`src/rtl/jhtb_pkg.sv`:
```
`default_nettype none

package jhtb_pkg;

    localparam int MAX_CODE_BITS = 16;
    localparam int CODE_W        = MAX_CODE_BITS + 1;
    localparam int IDX_W         = $clog2(MAX_CODE_BITS);
    localparam int LEN_W         = IDX_W + 1;

    typedef enum logic [2:0] {
        PH_IDLE,
        PH_LEN_LO,
        PH_CLASS,
        PH_COUNTS,
        PH_SYMBOLS
    } phase_t;

    typedef logic [7:0] count_t;

endpackage

`default_nettype wire

```
`src/rtl/jpeg_huffman_table_builder.sv`:
```
`default_nettype none

// Builds canonical JPEG Huffman codes from the payload of a define-Huffman-table
// segment, one byte per transfer, and returns one result per symbol byte with its
// class, id, code, length and symbol. A byte is taken into an input register and its
// result is written to an output register at the next edge at which that register is
// free. With no back-pressure the block takes one byte every cycle; each byte passes
// through the input register and then its result through the output register. The
// search for the next nonzero count across the sixteen length counts is combinational.
// A result held by m_ready low holds the byte behind it and stalls the input.
// Assert s_segment_start on the first length byte; bytes outside a segment
// and all bytes after a code overflow are dropped until the next segment start.
module jpeg_huffman_table_builder (
    input  wire logic        aclk,
    input  wire logic        aresetn,
    input  wire logic        s_valid,
    output logic             s_ready,
    input  wire logic [7:0]  s_data_byte,
    input  wire logic        s_segment_start,
    output logic             m_valid,
    input  wire logic        m_ready,
    output logic [3:0]       m_table_class,
    output logic [3:0]       m_table_id,
    output logic [15:0]      m_code_word,
    output logic [4:0]       m_code_length,
    output logic [7:0]       m_symbol_value,
    output logic             m_table_last,
    output logic             m_bad_table
);

    localparam int NB  = jhtb_pkg::MAX_CODE_BITS;
    localparam int CW  = jhtb_pkg::CODE_W;
    localparam int IW  = jhtb_pkg::IDX_W;
    localparam int LW  = jhtb_pkg::LEN_W;

    logic                   in_valid_reg;
    logic [7:0]             in_byte_reg;
    logic                   in_start_reg;

    jhtb_pkg::phase_t       phase_reg, phase_next;
    logic [15:0]            bytes_left_reg, bytes_left_next;
    jhtb_pkg::count_t       counts_reg [NB];
    logic [NB-1:0]          nz_reg, nz_next;
    logic [IW-1:0]          count_index_reg, count_index_next;
    logic [LW-1:0]          cur_len_reg, cur_len_next;
    logic [7:0]             left_reg, left_next;
    logic [CW-1:0]          next_code_reg, next_code_next;
    logic [3:0]             class_reg, class_next;
    logic [3:0]             id_reg, id_next;
    logic [7:0]             len_high_reg, len_high_next;

    logic                   m_valid_reg;
    logic [3:0]             m_class_reg;
    logic [3:0]             m_id_reg;
    logic [15:0]            m_code_reg;
    logic [4:0]             m_len_reg;
    logic [7:0]             m_symbol_reg;
    logic                   m_last_reg;
    logic                   m_bad_reg;

    logic                   advance;
    logic                   emit;
    logic                   last_flag;
    logic                   bad_flag;
    logic                   counts_done;
    logic [15:0]            seg_len;
    logic [15:0]            seg_left;
    logic [15:0]            bytes_dec;
    logic [CW-1:0]          code_inc;
    logic [7:0]             left_dec;
    logic                   length_done;
    logic                   overflow;
    logic [NB-1:0]          nz_eff;
    logic [LW-1:0]          seek_start;
    logic                   seek_found;
    logic [IW-1:0]          seek_idx;
    jhtb_pkg::count_t       seek_count;
    logic [LW-1:0]          seek_len;
    logic [LW-1:0]          shift_amt;

    assign advance = in_valid_reg && (!m_valid_reg || m_ready);
    assign s_ready = !in_valid_reg || advance;

    assign seg_len     = {len_high_reg, in_byte_reg};
    assign seg_left    = (seg_len >= 16'd2) ? seg_len - 16'd2 : 16'd0;
    assign bytes_dec   = bytes_left_reg - {15'd0, (bytes_left_reg != 16'd0)};
    assign counts_done = (count_index_reg == IW'(NB - 1));

    assign code_inc    = next_code_reg + CW'(1);
    assign left_dec    = left_reg - {7'd0, (left_reg != 8'd0)};
    assign length_done = (left_dec == 8'd0);
    assign overflow    = ((code_inc >> cur_len_reg) != '0);

    assign nz_eff     = (phase_reg == jhtb_pkg::PH_COUNTS)
                      ? {(in_byte_reg != 8'd0), nz_reg[NB-2:0]} : nz_reg;
    assign seek_start = (phase_reg == jhtb_pkg::PH_COUNTS) ? '0 : cur_len_reg;

    always_comb begin
        seek_found = 1'b0;
        seek_idx   = '0;
        for (int i = NB - 1; i >= 0; i--) begin
            if (nz_eff[i] && (LW'(i) >= seek_start)) begin
                seek_found = 1'b1;
                seek_idx   = IW'(i);
            end
        end
    end

    assign seek_count = ((phase_reg == jhtb_pkg::PH_COUNTS) && (seek_idx == IW'(NB - 1)))
                      ? in_byte_reg : counts_reg[seek_idx];
    assign seek_len   = LW'(seek_idx) + LW'(1);
    assign shift_amt  = seek_len - cur_len_reg;

    always_comb begin
        phase_next = phase_reg;
        if (advance) begin
            if (in_start_reg) begin
                phase_next = jhtb_pkg::PH_LEN_LO;
            end else begin
                unique case (phase_reg)
                    jhtb_pkg::PH_IDLE: begin
                        phase_next = jhtb_pkg::PH_IDLE;
                    end
                    jhtb_pkg::PH_LEN_LO: begin
                        phase_next = (seg_left == 16'd0) ? jhtb_pkg::PH_IDLE
                                                          : jhtb_pkg::PH_CLASS;
                    end
                    jhtb_pkg::PH_CLASS: begin
                        phase_next = jhtb_pkg::PH_COUNTS;
                    end
                    jhtb_pkg::PH_COUNTS: begin
                        if (counts_done) begin
                            if (seek_found) begin
                                phase_next = jhtb_pkg::PH_SYMBOLS;
                            end else begin
                                phase_next = (bytes_dec == 16'd0) ? jhtb_pkg::PH_IDLE
                                                                  : jhtb_pkg::PH_CLASS;
                            end
                        end
                    end
                    jhtb_pkg::PH_SYMBOLS: begin
                        if (length_done) begin
                            if (overflow) begin
                                phase_next = jhtb_pkg::PH_IDLE;
                            end else if (!seek_found) begin
                                phase_next = (bytes_dec == 16'd0) ? jhtb_pkg::PH_IDLE
                                                                  : jhtb_pkg::PH_CLASS;
                            end
                        end
                    end
                    default: begin
                        phase_next = jhtb_pkg::PH_IDLE;
                    end
                endcase
            end
        end
    end

    always_comb begin
        bytes_left_next  = bytes_left_reg;
        nz_next          = nz_reg;
        count_index_next = count_index_reg;
        cur_len_next     = cur_len_reg;
        left_next        = left_reg;
        next_code_next   = next_code_reg;
        class_next       = class_reg;
        id_next          = id_reg;
        len_high_next    = len_high_reg;
        emit             = 1'b0;
        last_flag        = 1'b0;
        bad_flag         = 1'b0;
        if (advance) begin
            if (in_start_reg) begin
                len_high_next = in_byte_reg;
            end else begin
                unique case (phase_reg)
                    jhtb_pkg::PH_LEN_LO: begin
                        bytes_left_next = seg_left;
                    end
                    jhtb_pkg::PH_CLASS: begin
                        bytes_left_next  = bytes_dec;
                        class_next       = in_byte_reg[7:4];
                        id_next          = in_byte_reg[3:0];
                        count_index_next = '0;
                    end
                    jhtb_pkg::PH_COUNTS: begin
                        bytes_left_next           = bytes_dec;
                        nz_next[count_index_reg]  = (in_byte_reg != 8'd0);
                        count_index_next          = count_index_reg + IW'(1);
                        if (counts_done) begin
                            count_index_next = '0;
                            next_code_next   = '0;
                            if (seek_found) begin
                                cur_len_next = seek_len;
                                left_next    = seek_count;
                            end else begin
                                cur_len_next = LW'(NB);
                                left_next    = 8'd0;
                            end
                        end
                    end
                    jhtb_pkg::PH_SYMBOLS: begin
                        bytes_left_next = bytes_dec;
                        emit            = 1'b1;
                        next_code_next  = code_inc;
                        left_next       = left_dec;
                        if (length_done) begin
                            if (overflow) begin
                                bad_flag  = 1'b1;
                                last_flag = 1'b1;
                            end else if (seek_found) begin
                                cur_len_next   = seek_len;
                                left_next      = seek_count;
                                next_code_next = code_inc << shift_amt;
                            end else begin
                                last_flag    = 1'b1;
                                cur_len_next = LW'(NB);
                            end
                        end
                    end
                    default: begin
                        bytes_left_next = bytes_left_reg;
                    end
                endcase
            end
        end
    end

    always_ff @(posedge aclk) begin
        if (!aresetn) begin
            in_valid_reg    <= 1'b0;
            m_valid_reg     <= 1'b0;
            phase_reg       <= jhtb_pkg::PH_IDLE;
            bytes_left_reg  <= '0;
            nz_reg          <= '0;
            count_index_reg <= '0;
            cur_len_reg     <= '0;
            left_reg        <= '0;
            next_code_reg   <= '0;
            class_reg       <= '0;
            id_reg          <= '0;
            len_high_reg    <= '0;
        end else begin
            if (s_ready) begin
                in_valid_reg <= s_valid;
            end
            if (advance) begin
                m_valid_reg <= emit;
            end else if (m_ready) begin
                m_valid_reg <= 1'b0;
            end
            phase_reg       <= phase_next;
            bytes_left_reg  <= bytes_left_next;
            nz_reg          <= nz_next;
            count_index_reg <= count_index_next;
            cur_len_reg     <= cur_len_next;
            left_reg        <= left_next;
            next_code_reg   <= next_code_next;
            class_reg       <= class_next;
            id_reg          <= id_next;
            len_high_reg    <= len_high_next;
        end
    end

    always_ff @(posedge aclk) begin
        if (s_ready && s_valid) begin
            in_byte_reg  <= s_data_byte;
            in_start_reg <= s_segment_start;
        end
        if (advance && !in_start_reg && (phase_reg == jhtb_pkg::PH_COUNTS)) begin
            counts_reg[count_index_reg] <= in_byte_reg;
        end
        if (advance && emit) begin
            m_class_reg  <= class_reg;
            m_id_reg     <= id_reg;
            m_code_reg   <= next_code_reg[15:0];
            m_len_reg    <= cur_len_reg;
            m_symbol_reg <= in_byte_reg;
            m_last_reg   <= last_flag;
            m_bad_reg    <= bad_flag;
        end
    end

    assign m_valid        = m_valid_reg;
    assign m_table_class  = m_class_reg;
    assign m_table_id     = m_id_reg;
    assign m_code_word    = m_code_reg;
    assign m_code_length  = m_len_reg;
    assign m_symbol_value = m_symbol_reg;
    assign m_table_last   = m_last_reg;
    assign m_bad_table    = m_bad_reg;

`ifndef NO_ASSERTIONS
    a_bad_is_last: assert property (@(posedge aclk) disable iff (!aresetn)
        m_valid_reg |-> (!m_bad_reg || m_last_reg))
        else $error("bad table result without table end");

    a_bad_goes_idle: assert property (@(posedge aclk) disable iff (!aresetn)
        (advance && bad_flag) |=> (phase_reg == jhtb_pkg::PH_IDLE))
        else $error("code overflow did not drop the segment");

    a_symbols_left: assert property (@(posedge aclk) disable iff (!aresetn)
        (phase_reg == jhtb_pkg::PH_SYMBOLS) |-> (left_reg != 8'd0))
        else $error("symbol phase with no symbols left at this length");

    a_len_range: assert property (@(posedge aclk) disable iff (!aresetn)
        m_valid_reg |-> ((m_len_reg != 5'd0) && (m_len_reg <= 5'(NB))))
        else $error("code length out of range");
`endif

endmodule

`default_nettype wire
```
`config.mk`:
```
export PLATFORM = sky130hd
export DESIGN_NAME = jpeg_huffman_table_builder
export DESIGN_NICKNAME = d
export VERILOG_FILES = /design/src/rtl/jhtb_pkg.sv /design/src/rtl/jpeg_huffman_table_builder.sv
export SDC_FILE = /design/constraint.sdc
export NUM_CORES = 1
export LEC_CHECK = 0
export BUFFER_PORTS_ARGS = -buffer_cell sky130_fd_sc_hd__buf_2
export CORE_UTILIZATION = 40
export CTS_BUF_LIST = sky130_fd_sc_hd__clkbuf_16
export CTS_CLUSTER_SIZE = 40
export DETAILED_ROUTE_END_ITERATION = 12
export GPL_TIMING_DRIVEN = 0
export PLACE_DENSITY = 0.53
export SYNTH_ARGS = -nofsm -noshare
export SYNTH_HDL_FRONTEND = slang
export SYNTH_SLANG_ARGS = --single-unit
export TNS_END_PERCENT = 50
```
`constraint.sdc`:
```
create_clock -name aclk -period 9.1 [get_ports aclk]
set_input_delay 0.91 -clock aclk [delete_from_list [all_inputs] [get_ports aclk]]
set_output_delay 0.91 -clock aclk [all_outputs]
set_load 0.01 [all_outputs]
```
Word level (Yosys, flattened, before mapping)
Memories as Yosys holds them, arrays and structs flattened. Index checks and enable logic that the tools add are counted.

Input port bits: 13. Memory bits (writable): 128. Output and inout port bits: 41. Word-level logic and storage cells: 192. Flip-flop bits (word level): 135. Memory bits (read-only): 0. Bits in latches: 0. Memories: 1.

Memories: counts_reg (words 16, width 8, rd ports 1, clocked after memory_dff 0, wr ports 1, line jpeg_huffman_table_builder.sv:42) `jhtb_pkg::count_t counts_reg [NB];`.

Shift-type cells: 2. Eq/ne operators: 12. Add/sub/neg operators: 7. Magnitude comparators: 19. Bitwise operators: 4. Multipliers: 0. Multiplexer cells: 77. Div/mod/pow operators: 0. Reduce and logical (&&, ||, !) cells: 49.

Operator list (count): 2-to-1 mux 17 bit (4); 2-to-1 mux 4 bit (17); 2-to-1 mux 8 bit (6); >= comparator 4 x 5 -> 1 bit (first input constant) (8); one-hot mux 17 bit (2 select lines) (1); zero test 16 bit (2); 2-to-1 mux 16 bit (2); one-hot mux 16 bit (2 select lines) (1); 2-to-1 mux 1 bit (27); 2-to-1 mux 5 bit (5); logical AND 1 bit (23); >= comparator 3 x 5 -> 1 bit (first input constant) (4); 2-to-1 mux 3 bit (6); adder 17 x 1 -> 17 bit (second input constant) (1); nonzero test 17 bit (1); << shifter 17 x 5 -> 17 bit (1); >> shifter 17 x 5 -> 17 bit (1); bitwise mux 16 bit (1); >= comparator 16 x 2 -> 1 bit (second input constant) (1); one-hot mux 8 bit (2 select lines) (1); nonzero test 16 bit (1); nonzero test 8 bit (2); subtractor 16 x 1 -> 16 bit (1); subtractor 16 x 2 -> 16 bit (second input constant) (1); 31 further kinds (52).

Logic depth before layout (Yosys ltp)
Gate-level depths: netlist of the first run.

Depth in word-level cells: 27. Mapped depth: 24. Mapped depth without buffers: 16.

Least setup slack after synthesis of the first run
Ideal clock, no wire load.

Path type: reg-to-reg. From: register in_byte_reg[7]. To: register next_code_reg[13]. Required time: 9.021 ns. Path slack: 3.834 ns. Clock period less this slack: 5.266 ns. Stages on the path, launching flop included: 19. Library setup time: 0.079 ns. Path buffers: 5. Arrival: 5.187 ns. Path through: edfxtp_1 -> clkbuf_1 -> nor4_1 -> nand4b_1 -> o2bb2ai_1 -> a2111oi_2 -> a2111oi_4 -> buf_4 -> buf_6 -> ha_1 -> inv_1 -> fa_1 -> buf_1 -> clkbuf_1 -> mux4_2 -> mux2i_1 -> nor2_1 -> or4b_1 -> o211ai_1.

Cells in the longest elaborated chain, start to end: 26. Elaborated cells on any way between the ends: 42. Classes of those cells: add/sub: 2; shift: 1; mux: 37; reduce/logical: 2.

Ends and longest elaborated chain: start: declaration (line jpeg_huffman_table_builder.sv:37) `logic [7:0] in_byte_reg;`; start signal: assignment (line jpeg_huffman_table_builder.sv:267) `in_byte_reg <= s_data_byte;`; nonzero test 8 bit (*) (line jpeg_huffman_table_builder.sv:95) `? {(in_byte_reg != 8'd0), nz_reg[NB-2:0]} : nz_reg;`; 2-to-1 mux 16 bit (*) (line jpeg_huffman_table_builder.sv:95); logical AND 1 bit (*) (line jpeg_huffman_table_builder.sv:102) `if (nz_eff[i] && (LW'(i) >= seek_start)) begin`; 2-to-1 mux 4 bit (16 in a row) (line jpeg_huffman_table_builder.sv:102); adder 4 x 1 -> 5 bit (line jpeg_huffman_table_builder.sv:111) `assign seek_len = LW'(seek_idx) + LW'(1);`; subtractor 5 bit (line jpeg_huffman_table_builder.sv:112) `assign shift_amt = seek_len - cur_len_reg;`; << shifter 17 x 5 -> 17 bit (line jpeg_huffman_table_builder.sv:214) `next_code_next = code_inc << shift_amt;`; 2-to-1 mux 17 bit (*) (line jpeg_huffman_table_builder.sv:211) `end else if (seek_found) begin`; 2-to-1 mux 17 bit (*) (line jpeg_huffman_table_builder.sv:208) `if (overflow) begin`; 2-to-1 mux 17 bit (*) (line jpeg_huffman_table_builder.sv:207) `if (length_done) begin`; one-hot mux 17 bit (2 select lines) (*) (line jpeg_huffman_table_builder.sv:176) `unique case (phase_reg)`; end signal: assignment (line jpeg_huffman_table_builder.sv:258) `next_code_reg <= next_code_next;`; end: declaration (line jpeg_huffman_table_builder.sv:47) `logic [CW-1:0] next_code_reg, next_code_next;`.

Mark *: on every way between the ends. The rest lies on a longest branch, timed or not. A chain may end at the register's enable or synchronous reset.

Final worst setup path of the first run
From: register in_byte_reg[6]. To: register next_code_reg[13].

The elaborated chain is that of the path after synthesis.

==> results_tabular.tex, run 1 <==
\begin{tabular}{lr}
\hline
Metric & Value \\
\hline
\multicolumn{2}{l}{\textbf{Layout}} \\
\quad Footprint of the multi-input gates & 6160 µm² \\
\quad Area taken by flip-flops and latches & roughly 7000 µm² \\
\quad Layout filler cell count & approximately 3.2k \\
\quad Fraction of final layout cells sized beyond drive strength 1 & between 10\% and 20\% \\
\quad Inserted Diodes & 0 \\
\quad Synth-to-Final Area Change & 12.9\% \\
\quad Max reg flops & around 130 \\
\quad Layout net count & about 1.4k \\
\quad Non-filler cells, final & 1843 \\
\multicolumn{2}{l}{\textbf{Synthesis}} \\
\quad Cell taking the most area after synthesis & sky130\_fd\_sc\_hd\_\_edfxtp\_1 \\
\quad Fraction of registers with async set or reset after synthesis & 0\% \\
\quad Number of register bits inferred by synthesis & about 260 \\
\quad Most numerous cell in the Yosys netlist & sky130\_fd\_sc\_hd\_\_edfxtp\_1 \\
\quad Share of Yosys cell area claimed by the top area cell type & about two fifths \\
\quad Post-Syn Area & $\sim$14000 µm² \\
\quad Dominant cells by area after synthesis & sky130\_fd\_sc\_hd\_\_edfxtp\_1, sky130\_fd\_sc\_hd\_\_dfxtp\_1, sky130\_fd\_sc\_hd\_\_mux2i\_1 \\
\quad Synth Warn \# & 0 \\
\quad Number of enable flip-flop cells after synthesis & approximately 180 \\
\quad Mean instance size in the synthesized netlist & roughly 11 µm² \\
\quad Synth unique cells & 88 \\
\quad Ranking of synthesized cells by instance count & sky130\_fd\_sc\_hd\_\_edfxtp\_1, sky130\_fd\_sc\_hd\_\_nor2\_1, sky130\_fd\_sc\_hd\_\_nand2\_1 \\
\quad Synth Flop Type & sky130\_fd\_sc\_hd\_\_edfxtp\_1 \\
\quad Post-Synthesis Net Count & about 1.3k \\
\quad Sequential cell area fraction in the yosys report & between 50\% and 60\% \\
\quad Post-Syn Instances & between 1k and 1.5k \\
\multicolumn{2}{l}{\textbf{Timing}} \\
\quad Endpoints failing hold & 0 \\
\quad Final worst-path cycle share & 81.3\% \\
\quad Max Transition Viols Final & 0 \\
\quad Setup repair after global routing missed its margin & false \\
\quad Worst Clk Skew & 0.0120 ns \\
\quad Transition time of the tightest slew-check pin & roughly 1.2 ns \\
\quad Setup-violating endpoint count in the final report & 0 \\
\quad Slew HR & approximately 20\% \\
\quad Final worst path period need & $\sim$7.4 ns \\
\quad Setup TNS & 0 ns \\
\quad Max Fclk & approximately 140 MHz \\
\multicolumn{2}{l}{\textbf{Global routing}} \\
\quad Maximum number of pins on one net before global-route repair & 38 \\
\quad Remaining global-route overflow & 0 \\
\quad Routing usage on met1 & between 30\% and 40\% \\
\quad Global-route wire length before repair & between 60000 and 70000 µm \\
\quad Global Route met2 Usage & between 30\% and 40\% \\
\quad Global route hottest layer & met2 \\
\quad GRT Util Overall & between 20 and 25\% \\
\quad Via count of the first global-routing pass & 10.2k \\
\quad Global routing usage on met3 & under 10\% \\
\quad Antenna violations before repair & 0 \\
\multicolumn{2}{l}{\textbf{Power and ir drop}} \\
\quad Maximum VDD drop & 0.138 mV \\
\quad Pwr/cell area & about 160 nW/µm² \\
\quad Total power & approximately 2500 µW \\
\quad Leak & $\sim$0.0053 µW \\
\multicolumn{2}{l}{\textbf{Setup path}} \\
\quad Setup slack, reg-to-reg & between 1.5 and 2 ns \\
\quad FF-to-FF Start & in\_byte\_reg[6] \\
\quad Type of element launching the critical path & flop \\
\quad Start-to-end type of the worst setup path & reg2reg \\
\quad Worst R2R End & next\_code\_reg[13] \\
\quad WP data arrival & just under 8 ns \\
\quad Critical Path RT & between 9 and 10 ns \\
\quad Worst-path maximum fanout & 18 \\
\quad Number of cell instances on the worst register-to-register path & 19 \\
\quad Crit. End Element & flop \\
\multicolumn{2}{l}{\textbf{Min path}} \\
\quad Hold crit path type & reg2reg \\
\quad Hold-critical path depth & 0 \\
\quad Worst Hold Launch & next\_code\_reg[3] \\
\quad End point of the worst hold path & m\_code\_word[3] \\
\multicolumn{2}{l}{\textbf{Clock tree}} \\
\quad TritonCTS Sinks & $\sim$260 \\
\quad Number of buffers created by CTS & 29 \\
\quad Clock-pin slew on the worst setup and hold paths & approximately 0.06 ns \\
\quad Hold bufs inserted after CTS & 0 \\
\quad CTS tree & done \\
\quad CTS H-tree depth & 1 \\
\quad Insertion delay to the later sink of the worst-skew pair & 0.57 ns \\
\quad Root Driver & sky130\_fd\_sc\_hd\_\_clkbuf\_16 \\
\quad Post-CTS setup-driven buffer insertion count & 0 \\
\quad Buffers from clock root to sink, at most & 3 \\
\quad Number of instances resized during post-cts repair & 0 \\
\multicolumn{2}{l}{\textbf{Placed design}} \\
\quad Routability-driven placement congestion ratio & just over 0.9 \\
\quad Placed instance count & roughly 1.8k \\
\quad HPWL after detailed placement & between 20000 and 30000 µm \\
\quad Number of buffers added on ports & 52 \\
\multicolumn{2}{l}{\textbf{Routing}} \\
\quad Routed wire length & 40200 µm \\
\quad Violation count after the first detailed-route iteration & 933 \\
\quad Number of detailed-routing iterations run before antenna repair & 5 \\
\quad Antenna Violating Nets Remaining & 0 \\
\quad DRC viols & 0 \\
\quad Detail-routed via count per cell & approximately 5.8 \\
\quad Via count of the routed design & 10.7k \\
\quad Wire length per cell after detailed routing & roughly 22 µm \\
\multicolumn{2}{l}{\textbf{Floorplan}} \\
\quad Initial Utilization & around two fifths \\
\quad Number of rows in the core area & between 60 and 70 \\
\quad Die boundary width & roughly 190 µm \\
\quad Core area & approximately 34000 µm² \\
\quad Die Area & between 30000 and 40000 µm² \\
\quad Die height & between 150 and 200 µm \\
\quad I/O pin count & 54 \\
\multicolumn{2}{l}{\textbf{Run}} \\
\quad Number of max-cap violations & 0 \\
\multicolumn{2}{l}{\textbf{Status}} \\
\quad Result of the run & finished clean \\
\hline
\end{tabular}
[metrics by stage]
step | utilization (%) | setup slack [ns] | instance area (µm²) | hold WS [ns]
floorplan | - | 3.83 | 13600 | 0.402
global placement | 43.1 | 1.77 | 14500 | 0.407
detailed placement | 43.2 | 1.80 | 14500 | 0.411
CTS | 45.9 | 1.74 | 15400 | 0.424
global route | 45.9 | 1.30 | 15400 | 0.436
finish | 45.9 | 1.70 | 15400 | 0.424
[logic make-up after synthesis]
family | count (synthesis) | share of synthesized area, %
simple gates | 461 | 17.1
compound gates | 290 | 14.6
flops | 263 | 51.5
mux | 113 | 9.44
buf+inv | 107 | 3.38
xor+xnor | 37 | 2.43
fa+ha+maj | 16 | 1.52
[routing by layer]
layer | routed length, µm | vias up | part of all wire [%]
li1 | - | 5069 | -
met2 | 18100 | 408 | 45
met3 | 2840 | 67 | 7.1
met1 | 18400 | 5175 | 46
met5 | 0 | - | 0
met4 | 864 | 0 | 2.2
[worst max-delay path by stage]
| stage | from | end | slack, ns |
|---|---|---|---|
| 6_report | in_byte_reg[6] | next_code_reg[13] | 1.70 |
| 5_1_grt | in_byte_reg[6] | next_code_reg[14] | 1.30 |
| 4_1_cts | in_byte_reg[6] | next_code_reg[13] | 1.74 |
| 3_5_place_dp | in_byte_reg[6] | next_code_reg[13] | 1.80 |
| 3_3_place_gp | in_byte_reg[6] | next_code_reg[13] | 1.77 |
| 2_1_floorplan | in_byte_reg[7] | next_code_reg[13] | 3.83 |
[worst max-delay path, stage by stage, from the launching register on]
cell and delay (ns):
sky130_fd_sc_hd__edfxtp_1 0.83, sky130_fd_sc_hd__clkbuf_1 0.67, sky130_fd_sc_hd__nor4_1 0.19, sky130_fd_sc_hd__nand2_1 0.32, sky130_fd_sc_hd__nand2_1 0.10, sky130_fd_sc_hd__a221o_1 0.35
sky130_fd_sc_hd__a221oi_2 0.52, sky130_fd_sc_hd__buf_4 0.32, sky130_fd_sc_hd__buf_4 0.27, sky130_fd_sc_hd__buf_4 0.27, sky130_fd_sc_hd__ha_1 0.22, sky130_fd_sc_hd__inv_1 0.08
sky130_fd_sc_hd__fa_1 0.65, sky130_fd_sc_hd__buf_1 0.55, sky130_fd_sc_hd__clkbuf_1 0.52, sky130_fd_sc_hd__mux4_2 0.43, sky130_fd_sc_hd__mux2i_1 0.23, sky130_fd_sc_hd__nor2_1 0.07
sky130_fd_sc_hd__or4b_1 0.59, sky130_fd_sc_hd__o211ai_1 0.13
[power breakdown]
group          internal (µW)  switching, µW  leakage [µW]  total [µW]
Sequential              1280           27.4       0.00236        1310
Combinational           40.1           72.3       0.00245         112
Clock                    633            482      0.000447        1110
[layout make-up]
cell class / instances / share of cell area, %
Buffer: 77 / 2.27
Clock buffer: 29 / 4.72
Inverter: 30 / 0.732
Sequential cell: 263 / 45.7
Tap cell: 448 / 3.64
Multi-Input combinational cell: 917 / 40.0
Timing Repair Buffer: 54 / 1.85
Clock inverter: 25 / 1.09
[placed cells by master (no fill, tap or decap), types with 49 or more instances in the layout]
cell and count:
sky130_fd_sc_hd__edfxtp_1 176, sky130_fd_sc_hd__nor2_1 133, sky130_fd_sc_hd__nand2_1 95, sky130_fd_sc_hd__mux2i_1 87, sky130_fd_sc_hd__dfxtp_1 87, sky130_fd_sc_hd__buf_2 67
sky130_fd_sc_hd__a21oi_1 64, sky130_fd_sc_hd__o21ai_0 57, sky130_fd_sc_hd__nor3_1 51, sky130_fd_sc_hd__clkbuf_1 49
Power figures use the tool's default switching activity.
==> run 2, diff against run 1 <==
clock period = 7.6 ns   (was 9.1 ns; I/O delays follow)
==> results_tabular.tex, run 2 (synthesis results as in run 1) <==
\begin{tabular}{lr}
\hline
Metric & Value \\
\hline
\multicolumn{2}{l}{\textbf{Setup path}} \\
\quad FF-to-FF Start & in\_byte\_reg[7] (was in\_byte\_reg[6]) \\
\quad Worst R2R End & next\_code\_reg[13] (unchanged) \\
\quad Number of cell instances on the worst register-to-register path & 19 (unchanged) \\
\quad Worst-path maximum fanout & 18 (unchanged) \\
\quad Type of element launching the critical path & flop (unchanged) \\
\quad Setup slack, reg-to-reg & 0.37 ns (was 1.70 ns) \\
\quad Critical Path RT & 8.09 ns (was 9.59 ns) \\
\quad Start-to-end type of the worst setup path & reg2reg (unchanged) \\
\quad Crit. End Element & flop (unchanged) \\
\quad WP data arrival & 7.72 ns (was 7.89 ns) \\
\multicolumn{2}{l}{\textbf{Routing}} \\
\quad Routed wire length & 40200 µm (about the same) \\
\quad Wire length per cell after detailed routing & 21.8 µm (about the same) \\
\quad Number of detailed-routing iterations run before antenna repair & 6 (was 5) \\
\quad Violation count after the first detailed-route iteration & 902 (was 933) \\
\quad DRC viols & 0 (unchanged) \\
\quad Antenna Violating Nets Remaining & 0 (unchanged) \\
\quad Via count of the routed design & 10.8k (was 10.7k) \\
\quad Detail-routed via count per cell & 5.84 (was 5.82) \\
\multicolumn{2}{l}{\textbf{Placed design}} \\
\quad Number of buffers added on ports & 52 (unchanged) \\
\quad Routability-driven placement congestion ratio & 0.913 (unchanged) \\
\quad Placed instance count & 1789 (unchanged) \\
\quad HPWL after detailed placement & 28400 µm (unchanged) \\
\multicolumn{2}{l}{\textbf{Power and ir drop}} \\
\quad Pwr/cell area & 197 nW/µm² (was 165 nW/µm²) \\
\quad Internal power contribution & 2340 µW (was 1960 µW) \\
\quad Sequential share of power & 51.6\% (about the same) \\
\quad Combinational share of power & 4.5\% (was 4.4\%) \\
\quad Leak & 0.00527 µW (was 0.00526 µW) \\
\quad Maximum VDD drop & 0.165 mV (was 0.138 mV) \\
\quad Clock power frac & 43.9\% (about the same) \\
\quad Switching share of power & 22.9\% (about the same) \\
\quad Switching Power & 695 µW (was 582 µW) \\
\multicolumn{2}{l}{\textbf{Timing}} \\
\quad Max Fclk & 138 MHz (was 135 MHz) \\
\quad Endpoints failing hold & 0 (unchanged) \\
\quad Setup repair after global routing missed its margin & false (unchanged) \\
\quad Final worst-path cycle share & 95.2\% (was 81.3\%) \\
\quad Worst Clk Skew & 0.0122 ns (was 0.0120 ns) \\
\quad Setup-violating endpoint count in the final report & 0 (unchanged) \\
\quad Max Transition Viols Final & 0 (unchanged) \\
\quad Final worst path period need & 7.23 ns (was 7.40 ns) \\
\quad Slew HR & 20.2\% (was 20.0\%) \\
\quad Setup TNS & 0 ns (unchanged) \\
\quad Transition time of the tightest slew-check pin & 1.20 ns (about the same) \\
\multicolumn{2}{l}{\textbf{Floorplan}} \\
\quad Initial Utilization & 40.7\% (unchanged) \\
\quad Number of rows in the core area & 67 (unchanged) \\
\quad Die height & 187 µm (unchanged) \\
\quad Die boundary width & 187 µm (unchanged) \\
\quad Die Area & 34800 µm² (unchanged) \\
\quad I/O pin count & 54 (unchanged) \\
\quad Core area & 33500 µm² (unchanged) \\
\multicolumn{2}{l}{\textbf{Layout}} \\
\quad Non-filler cells, final & 1844 (was 1843) \\
\quad Layout net count & 1402 (was 1401) \\
\quad Leading cell types in the layout, fill and taps excluded & sky130\_fd\_sc\_hd\_\_edfxtp\_1, sky130\_fd\_sc\_hd\_\_nor2\_1, sky130\_fd\_sc\_hd\_\_nand2\_1 (unchanged) \\
\quad Most common cell after layout, fill and taps aside & sky130\_fd\_sc\_hd\_\_edfxtp\_1 (unchanged) \\
\quad Fraction of final layout cells sized beyond drive strength 1 & 12.5\% (was 12.3\%) \\
\quad Max reg flops & 128 (unchanged) \\
\quad Synth-to-Final Area Change & 12.9\% (about the same) \\
\quad Inserted Diodes & 0 (unchanged) \\
\multicolumn{2}{l}{\textbf{Status}} \\
\quad Result of the run & finished clean (unchanged) \\
\multicolumn{2}{l}{\textbf{Global routing}} \\
\quad Via count of the first global-routing pass & 10.2k (unchanged) \\
\quad Remaining global-route overflow & 0 (unchanged) \\
\quad Antenna violations before repair & 0 (unchanged) \\
\quad Global-route wire length before repair & 61600 µm (unchanged) \\
\quad Maximum number of pins on one net before global-route repair & 38 (unchanged) \\
\quad GRT Util Overall & 22.9\% (unchanged) \\
\multicolumn{2}{l}{\textbf{Clock tree}} \\
\quad CTS tree & done (unchanged) \\
\quad Clock-pin slew on the worst setup and hold paths & 0.06 ns (about the same) \\
\quad Hold bufs inserted after CTS & 0 (unchanged) \\
\quad Number of buffers created by CTS & 29 (unchanged) \\
\quad CTS H-tree depth & 1 (unchanged) \\
\quad Buffers from clock root to sink, at most & 3 (unchanged) \\
\quad TritonCTS Sinks & 263 (unchanged) \\
\quad Insertion delay to the later sink of the worst-skew pair & 0.57 ns (about the same) \\
\quad Root Driver & sky130\_fd\_sc\_hd\_\_clkbuf\_16 (unchanged) \\
\multicolumn{2}{l}{\textbf{Min path}} \\
\quad Hold crit path type & in2reg (was reg2reg) \\
\quad End point of the worst hold path & in\_byte\_reg[3] (was m\_code\_word[3]) \\
\quad Hold-critical path depth & 1 (was 0) \\
\quad Worst Hold Launch & s\_data\_byte[3] (was next\_code\_reg[3]) \\
\multicolumn{2}{l}{\textbf{Run}} \\
\quad Number of max-cap violations & 0 (unchanged) \\
\hline
\end{tabular}
[run 2: cell types whose count changed in the layout (fill, tap and decap cells not counted)]
cell,delta
sky130_fd_sc_hd__clkbuf_2,+1
sky130_fd_sc_hd__clkbuf_1,-1
sky130_fd_sc_hd__buf_4,+1
[run 2: timing repair]
item	in CTS	in global routing
setup endpoints to repair	0	2
resized for setup	0	2
setup buffers	0	1
[run 2: stage by stage]
step / power [µW] / utilization, % / hold WS, ns / setup WS (ns) / instance area [µm²]
floorplan: 1670 / - / 0.402 / 2.33 / 13600
global placement: 1730 / 43.1 / 0.407 / 0.269 / 14500
detailed placement: 1730 / 43.2 / 0.411 / 0.296 / 14500
CTS: 3060 / 45.9 / 0.342 / 0.245 / 15400
global route: 3140 / 45.9 / 0.346 / 0.0177 / 15400
finish: 3040 / 45.9 / 0.371 / 0.365 / 15400
[run 2: cell type report]
type | instances | area, µm²
Clock buffer | 29 | 726
Sequential cell | 263 | 7030
Clock inverter | 25 | 168
Multi-Input combinational cell | 917 | 6160
Timing Repair Buffer | 55 | 293
Tap cell | 448 | 561
Inverter | 30 | 113
Fill cell | 3231 | 18100
Buffer | 77 | 350
[run 2: metal layers]
layer | GRT usage, % | part of all wire, % | vias to the layer above
li1 | - | - | 5083
met4 | 5.64 | 2.3 | 0
met3 | 4.33 | 7.2 | 57
met2 | 36.5 | 45 | 371
met1 | 32.1 | 46 | 5259
met5 | 0 | 0 | -
[run 2: how the worst max path moves through the flow]
stage	from	end	slack [ns]	cells after the start
3_3_place_gp	in_byte_reg[6]	next_code_reg[13]	0.27	19
5_1_grt	in_byte_reg[7]	next_code_reg[14]	0.02	22
3_5_place_dp	in_byte_reg[6]	next_code_reg[13]	0.30	19
2_1_floorplan	in_byte_reg[7]	next_code_reg[13]	2.33	18
4_1_cts	in_byte_reg[6]	next_code_reg[13]	0.24	19
6_report	in_byte_reg[7]	next_code_reg[13]	0.37	19
[run 2: power groups by stage]
stage          logic (µW)  clock network [µW]  registers [µW]
4_1_cts               133                1360            1570
3_3_place_gp          133                   0            1600
2_1_floorplan        93.4                   0            1580
6_report              137                1330            1570
3_5_place_dp          132                   0            1600
5_1_grt               151                1420            1570
[run 2: worst max-delay path, cell delays in order (launching register included)]
cell and delay [ns]:
sky130_fd_sc_hd__edfxtp_1 0.82, sky130_fd_sc_hd__clkbuf_1 0.49, sky130_fd_sc_hd__nor4_1 0.21, sky130_fd_sc_hd__nand2_1 0.32, sky130_fd_sc_hd__nand2_1 0.10, sky130_fd_sc_hd__a221o_1 0.36, sky130_fd_sc_hd__a221oi_2 0.54, sky130_fd_sc_hd__buf_4 0.33
sky130_fd_sc_hd__buf_4 0.27, sky130_fd_sc_hd__buf_4 0.27, sky130_fd_sc_hd__ha_1 0.22, sky130_fd_sc_hd__inv_1 0.08, sky130_fd_sc_hd__fa_1 0.65, sky130_fd_sc_hd__buf_1 0.54, sky130_fd_sc_hd__clkbuf_1 0.51, sky130_fd_sc_hd__mux4_2 0.43
sky130_fd_sc_hd__mux2i_1 0.23, sky130_fd_sc_hd__nor2_1 0.07, sky130_fd_sc_hd__or4b_1 0.59, sky130_fd_sc_hd__o211ai_1 0.12
